**src/hdl/cmaf_pkg.sv**
```systemverilog
// Shared constants, command and status types, and the reciprocal table of the box filter.
`default_nettype none
package cmaf_pkg;

    localparam int MAX_WINDOW   = 15;
    localparam int SAMPLE_BITS  = 16;
    localparam int WINDOW_BITS  = 4;
    localparam int WINDOW_RESET = 3;
    localparam int ADDR_BITS    = $clog2(MAX_WINDOW);
    localparam int SIDE_BITS    = 3;
    localparam int COUNT_BITS   = 5;
    localparam int COUNT_MAX    = 31;
    localparam int SUM_BITS     = SAMPLE_BITS + WINDOW_BITS;
    localparam int MAG_BITS     = SUM_BITS - 1;
    localparam int RECIP_BITS   = 24;
    localparam int PROD_BITS    = MAG_BITS + RECIP_BITS;

    // floor((2^24 - 1) / w); the quotient it gives is low by at most one.
    localparam logic [RECIP_BITS-1:0] RECIP_TABLE [16] = '{
        24'd0,       24'd16777215, 24'd8388607, 24'd5592405,
        24'd4194303, 24'd3355443,  24'd2796202, 24'd2396745,
        24'd2097151, 24'd1864135,  24'd1677721, 24'd1525201,
        24'd1398101, 24'd1290555,  24'd1198372, 24'd1118481
    };

    typedef struct packed {
        logic in_ready;
        logic rd_issue;
        logic abs_en;
        logic mul_en;
        logic fix_en;
        logic clr_avg;
        logic out_valid;
        logic flush_mode;
        logic flush_step;
    } cmaf_cmd_t;

    typedef struct packed {
        logic in_valid;
        logic out_ready;
        logic full_sum;
        logic has_out;
        logic has_flush;
        logic last_issue;
        logic flush_one;
    } cmaf_status_t;

endpackage
`default_nettype wire

```
**src/hdl/cmaf_ctrl.sv**
```systemverilog
// Sequencing state machine of the box filter.
`default_nettype none
module cmaf_ctrl (
    input  wire logic                  clk,
    input  wire logic                  rst_n,
    input  wire cmaf_pkg::cmaf_status_t status,
    output cmaf_pkg::cmaf_cmd_t         cmd
);
    import cmaf_pkg::*;

    typedef enum logic [8:0] {
        ST_IDLE   = 9'b000000001,
        ST_DECIDE = 9'b000000010,
        ST_READ   = 9'b000000100,
        ST_DRAIN  = 9'b000001000,
        ST_ABS    = 9'b000010000,
        ST_MUL    = 9'b000100000,
        ST_FIX    = 9'b001000000,
        ST_OUT    = 9'b010000000,
        ST_FLUSH  = 9'b100000000
    } state_t;

    state_t state_reg;
    state_t state_next;

    always_comb
    begin
        state_next = state_reg;
        cmd        = '0;
        case (state_reg)
            ST_IDLE:
            begin
                cmd.in_ready = 1'b1;
                if (status.in_valid)
                begin
                    state_next = ST_DECIDE;
                end
            end
            ST_DECIDE:
            begin
                if (status.full_sum)
                begin
                    state_next = ST_READ;
                end
                else if (status.has_out)
                begin
                    cmd.clr_avg = 1'b1;
                    state_next  = ST_OUT;
                end
                else if (status.has_flush)
                begin
                    cmd.clr_avg = 1'b1;
                    state_next  = ST_FLUSH;
                end
                else
                begin
                    state_next = ST_IDLE;
                end
            end
            ST_READ:
            begin
                cmd.rd_issue = 1'b1;
                if (status.last_issue)
                begin
                    state_next = ST_DRAIN;
                end
            end
            ST_DRAIN:
            begin
                state_next = ST_ABS;
            end
            ST_ABS:
            begin
                cmd.abs_en = 1'b1;
                state_next = ST_MUL;
            end
            ST_MUL:
            begin
                cmd.mul_en = 1'b1;
                state_next = ST_FIX;
            end
            ST_FIX:
            begin
                cmd.fix_en = 1'b1;
                state_next = ST_OUT;
            end
            ST_OUT:
            begin
                cmd.out_valid = 1'b1;
                if (status.out_ready)
                begin
                    if (status.has_flush)
                    begin
                        cmd.clr_avg = 1'b1;
                        state_next  = ST_FLUSH;
                    end
                    else
                    begin
                        state_next = ST_IDLE;
                    end
                end
            end
            ST_FLUSH:
            begin
                cmd.out_valid  = 1'b1;
                cmd.flush_mode = 1'b1;
                if (status.out_ready)
                begin
                    cmd.flush_step = 1'b1;
                    if (status.flush_one)
                    begin
                        state_next = ST_IDLE;
                    end
                end
            end
            default:
            begin
                state_next = ST_IDLE;
            end
        endcase
    end

    always_ff @(posedge clk or negedge rst_n)
    begin
        if (!rst_n)
        begin
            state_reg <= ST_IDLE;
        end
        else
        begin
            state_reg <= state_next;
        end
    end

    // A new request is never taken while a result is still offered.
    assert property (@(posedge clk) disable iff (!rst_n)
        !(cmd.in_ready && cmd.out_valid))
        else $error("request accepted while a result is pending");

    // The history read sequence always ends with the drain cycle.
    assert property (@(posedge clk) disable iff (!rst_n)
        (state_reg == ST_READ && status.last_issue) |=> (state_reg == ST_DRAIN))
        else $error("read sequence did not drain");

    // Zero-fill results are only entered once the frame has ended.
    assert property (@(posedge clk) disable iff (!rst_n)
        $rose(cmd.flush_mode) |-> status.has_flush)
        else $error("flush started without a frame end");

endmodule
`default_nettype wire

```
**config.mk**
```make
export PLATFORM = sky130hd
export DESIGN_NAME = cmaf_ctrl
export DESIGN_NICKNAME = d
export VERILOG_FILES = /design/src/hdl/cmaf_pkg.sv /design/src/hdl/cmaf_ctrl.sv
export SDC_FILE = /design/constraint.sdc
export NUM_CORES = 1
export LEC_CHECK = 0
export ABC_AREA = 1
export BUFFER_PORTS_ARGS = -buffer_cell sky130_fd_sc_hd__clkbuf_2
export CAP_MARGIN = 20
export CELL_PAD_IN_SITES_DETAIL_PLACEMENT = 2
export CELL_PAD_IN_SITES_GLOBAL_PLACEMENT = 2
export CORE_MARGIN = 8
export CORE_UTILIZATION = 27
export DETAILED_ROUTE_END_ITERATION = 16
export GPL_ROUTABILITY_DRIVEN = 0
export MAX_ROUTING_LAYER = met4
export PLACE_DENSITY = 0.83
export SYNTH_ARGS = -nofsm -noshare
export SYNTH_HDL_FRONTEND = slang
export SYNTH_SLANG_ARGS = --single-unit
```
**constraint.sdc**
```tcl
create_clock -name clk -period 1.6 [get_ports clk]
set_input_delay 0.32 -clock clk [delete_from_list [all_inputs] [get_ports clk]]
set_output_delay 0.32 -clock clk [all_outputs]
set_load 0.005 [all_outputs]
```
# After elaboration in Yosys (flattened, before gate mapping)
# Cells that the tools add are included.
[classes]
eq_ne = 14
muxes = 22
n_reduce_logical = 2
[ops]
columns = ["operator", "count"]
rows = [
  ["one-hot mux 9 bit (9 select lines)", 1],
  ["2-to-1 mux 9 bit", 8],
  ["2-to-1 mux 1 bit", 11],
  ["inequality test 2 bit (second input constant)", 5],
  ["equality test 9 x 1 -> 1 bit (second input constant)", 1],
  ["equality test 9 x 2 -> 1 bit (second input constant)", 1],
  ["equality test 9 x 3 -> 1 bit (second input constant)", 1],
  ["equality test 9 x 4 -> 1 bit (second input constant)", 1],
  ["equality test 9 x 5 -> 1 bit (second input constant)", 1],
  ["equality test 9 x 6 -> 1 bit (second input constant)", 1],
  ["equality test 9 x 7 -> 1 bit (second input constant)", 1],
  ["equality test 9 x 8 -> 1 bit (second input constant)", 1],
  ["equality test 9 bit (second input constant)", 1],
  ["AND reduction 5 bit", 1],
  ["2-to-1 mux 2 bit", 1],
  ["one-hot mux 1 bit (2 select lines)", 1],
  ["OR reduction 2 bit", 1],
]
[word_totals]
regBits = 9
inputBits = 9
output_inout_bits = 9
elab_cells = 39

# Depth between registers and ports, before layout
[logic_depth]
depth_word = 4
depth_mapped = 10
ltp_nobuf = 10

# Worst setup path after synthesis
# No wires, ideal clock.
[synth_path]
path_type = "reg-to-output"
startpoint = "reg state_reg[6]"
endpoint = "out cmd[3] in the netlist's numbering"
arrival_time_ps = 1055
required_ps = 1280
slack_ps = 225
stages_incl_launch_ff = 6
n_path_buf = 0
path_cell_list = "dfrtp_1 > nor2_4 > nand2_4 > nor2_8 > nand2_2 > o32ai_1"
[synth_rtl]
columns = ["element", "line", "text"]
rows = [
  ["from (decl)", "cmaf_ctrl.sv:23", "state_t state_reg;"],
  ["from (signal assigned)", "cmaf_ctrl.sv:131", "state_reg <= state_next;"],
  ["to (decl)", "cmaf_ctrl.sv:7", "output cmaf_pkg::cmaf_cmd_t cmd"],
]

==> qor.yml <==
p_clk_share_pct: 11.0
power.density_mw_per_mm2: 1569
grt_max_degree: 10
start_util_pct: 27.81
clkTransAtPathRegs_ns: 0.07
vias: 894
io_pins: 18
synth_commonest_cells: "23 x inv_1, 17 x nand2_1, 16 x nor2_1"
antenna_left: 0
post-synth-top-count-cell: "inv_1"
synth_seq_area_share_pct: 30.32
grt_overflow: 0
switching_share_pct: 51.05
area_growth_syn_to_layout_pct: 58.96
startpoint_type: "register"
root_buffer: "clkbuf_4"
cp_max_fo: 3
status: "complete, but fails checks"
worstPathRequired_ns: 1.28
worstSetupPathType: "reg2out"
h-tree-depth: 1
p_sw_uw: 950.7
cts_buffers: 3
nets: 163
tightestPinTransition_ns: 0.2916
clock-sinks: 9
clock.fmax_ghz: 0.5411
clock_latency_ns: 0.29
drive_gt1_share_pct: 61.44
syn_nets: 118
rr_startpoint: "state_reg[6]"
core_mm2: 0.002686
diodes: 0
post-dp-hpwl_um: 2048
wirelength_um: 3928
synth_top_area_share_pct: 26.80
synth-edff-count: 0
wl_per_cell_um: 21.35
synth_ff_type: "dfrtp_1"
rr_worst_depth: 10
via_per_inst: 4.859
instances_no_fill: 184
synthCells: 109
layout_setup_ws_ns: -0.2482
dieArea_mm2: 0.004705
firstDrtPassIters: 4
grt_pass1_wl_um: 5133
finalSetupViolations: 14
drv_cap: 0
synth.avg_cell_area_um2: 6.853
violations: "negative setup slack"
r2r-end: "state_reg[3]"
die_w_um: 68.60
min_to: "state_reg[0]"
synth-async-reset-ratio_pct: 100.0
ctsLongestPathBuffers: 2
finalCritPeriodShare_pct: 115.5
yosysWarnings: 0
die_y_um: 68.60
p_comb_share_pct: 69.8
synthDistinctLibCells: 21
drtIter0Drc: 27
hold_path.class: "in2reg"
dp_cells: 159
p_seq_share_pct: 19.3
io_buffers: 17
drc: 0
min_path_cells: 4
final.setup_skew_ns: 0.006079
cts_tree: "yes"
ys_seq_elements: 9
hold_viol: 0
fin_tns_setup_ns: -2.178
cellInternalPower_uw: 911.7
ir_drop_v: 0.0008474
antenna_found_initial: 0
rrSetupSlack_ns: -0.14
synth_top_area_cell: "dfrtp_1"
syn_area_um2: 747.0
synth_area_leaders: "dfrtp_1 27%, inv_1 12%, nand2_1 8.5%"
leakagePower_nw: 0.7023
period_needed_ns: 1.848
min_from: "status[6]"
crit_arrival_ns: 1.53
grt_pass1_vias: 1021
n_fill_cell: 310
slew_headroom_pct: 80.49
largest_register_ffs: 9
drv_slew: 0
grt.total_usage_pct: 15.63
rsz0062_at_grt: "true"
row_count: 19
timing.hold.ws_ns: 0.3287
worstSetupEndpointType: "primary output"
power by group through the flow:
stage / Combinational (mW) / Clock [mW] / Sequential [mW]
after floorplan: 0.556 / 0 / 0.336
after global placement: 0.746 / 0 / 0.342
after detailed placement: 0.781 / 0 / 0.350
after CTS: 0.973 / 0.202 / 0.344
after global routing: 1.39 / 0.218 / 0.364
final: 1.30 / 0.204 / 0.359
cells by family (layout without fill, tap and decap cells):
| kind of cell | Yosys count | count (layout) | share of synthesized area [%] |
|---|---|---|---|
| simple gates | 65 | 65 | 50.25 |
| buf+inv | 30 | 74 | 15.08 |
| flops | 9 | 9 | 30.32 |
| compound gates | 5 | 5 | 4.355 |
worst max-delay path, cell delays in order (launching register included):
cell      delay [ns]
dfrtp_1         0.43
nor2_4          0.17
nand2_4         0.10
nor2_1          0.16
nand2_2         0.14
nor2_1          0.12
clkbuf_2        0.12
final cells by class:
class | count | area (um^2) | area share (%)
repair buffers | 40 | 260.3 | 21.92
clock buffers | 4 | 26.28 | 2.213
multi-input cells | 70 | 515.5 | 43.41
flip-flops and latches | 9 | 229.0 | 19.28
well taps | 31 | 38.79 | 3.267
inverters | 30 | 117.6 | 9.905
metal layers:
layer,global-route usage (%),wire [um],vias to the layer above
met5,-,0,-
li1,-,-,419
met4,8.696,79,0
met2,27.76,2022,16
met3,1.616,69,5
met1,16.51,1757,454
per-stage QoR:
| stage | setup slack, ns | total power [mW] | area, um^2 | util [%] |
|---|---|---|---|---|
| finish | -0.2482 | 1.862 | 1187 | 44.20 |
| global route | -0.2959 | 1.977 | 1187 | 44.20 |
| CTS | -0.2179 | 1.520 | 1045 | 38.89 |
| detailed placement | 0.02200 | 1.131 | 885.9 | 32.98 |
| global placement | 0.08035 | 1.088 | 885.9 | 32.98 |
| floorplan | 0.2247 | 0.8927 | 747.0 | - |
cell usage in the layout, fill, tap and decap left out, types with 2 or more instances in the layout:
| master | synthesis | routed |
|---|---|---|
| inv_2 | 7 | 11 |
| nor2_4 | 3 | 6 |
| nand2_1 | 17 | 12 |
| a21oi_1 | 2 | 2 |
| nand4_1 | 4 | 4 |
| clkbuf_4 | 0 | 3 |
| nor2_1 | 16 | 11 |
| nand3_1 | 9 | 4 |
| nand3_2 | 1 | 4 |
| dfrtp_2 | 0 | 2 |
| nand2_4 | 4 | 6 |
| buf_4 | 0 | 22 |
| nand2_2 | 3 | 6 |
| nand3_4 | 1 | 3 |
| inv_1 | 23 | 17 |
| inv_4 | 0 | 2 |
| dfrtp_1 | 8 | 6 |
| nor2_2 | 4 | 6 |
| clkbuf_2 | 0 | 16 |
what timing repair did:
item,CTS,global route
pin swaps,5,9
hold endpoints to repair,8,0
setup endpoints to repair,9,14
setup buffers,12,8
hold buffers,1,0
resized for setup,9,28
worst max path at each step:
| stage | start | end | slack (ns) | depth (start not counted) |
|---|---|---|---|---|
| 2_1_floorplan | state_reg[6] | cmd[3] | 0.22 | 5 |
| 3_3_place_gp | state_reg[1] | cmd[3] | 0.08 | 6 |
| 3_5_place_dp | state_reg[6] | cmd[3] | 0.02 | 6 |
| 4_1_cts | state_reg[7] | cmd[3] | -0.22 | 6 |
| 5_1_grt | state_reg[6] | cmd[0] | -0.30 | 6 |
| 6_report | state_reg[6] | cmd[0] | -0.25 | 6 |
Note: power is estimated with default switching activity, not from simulation.
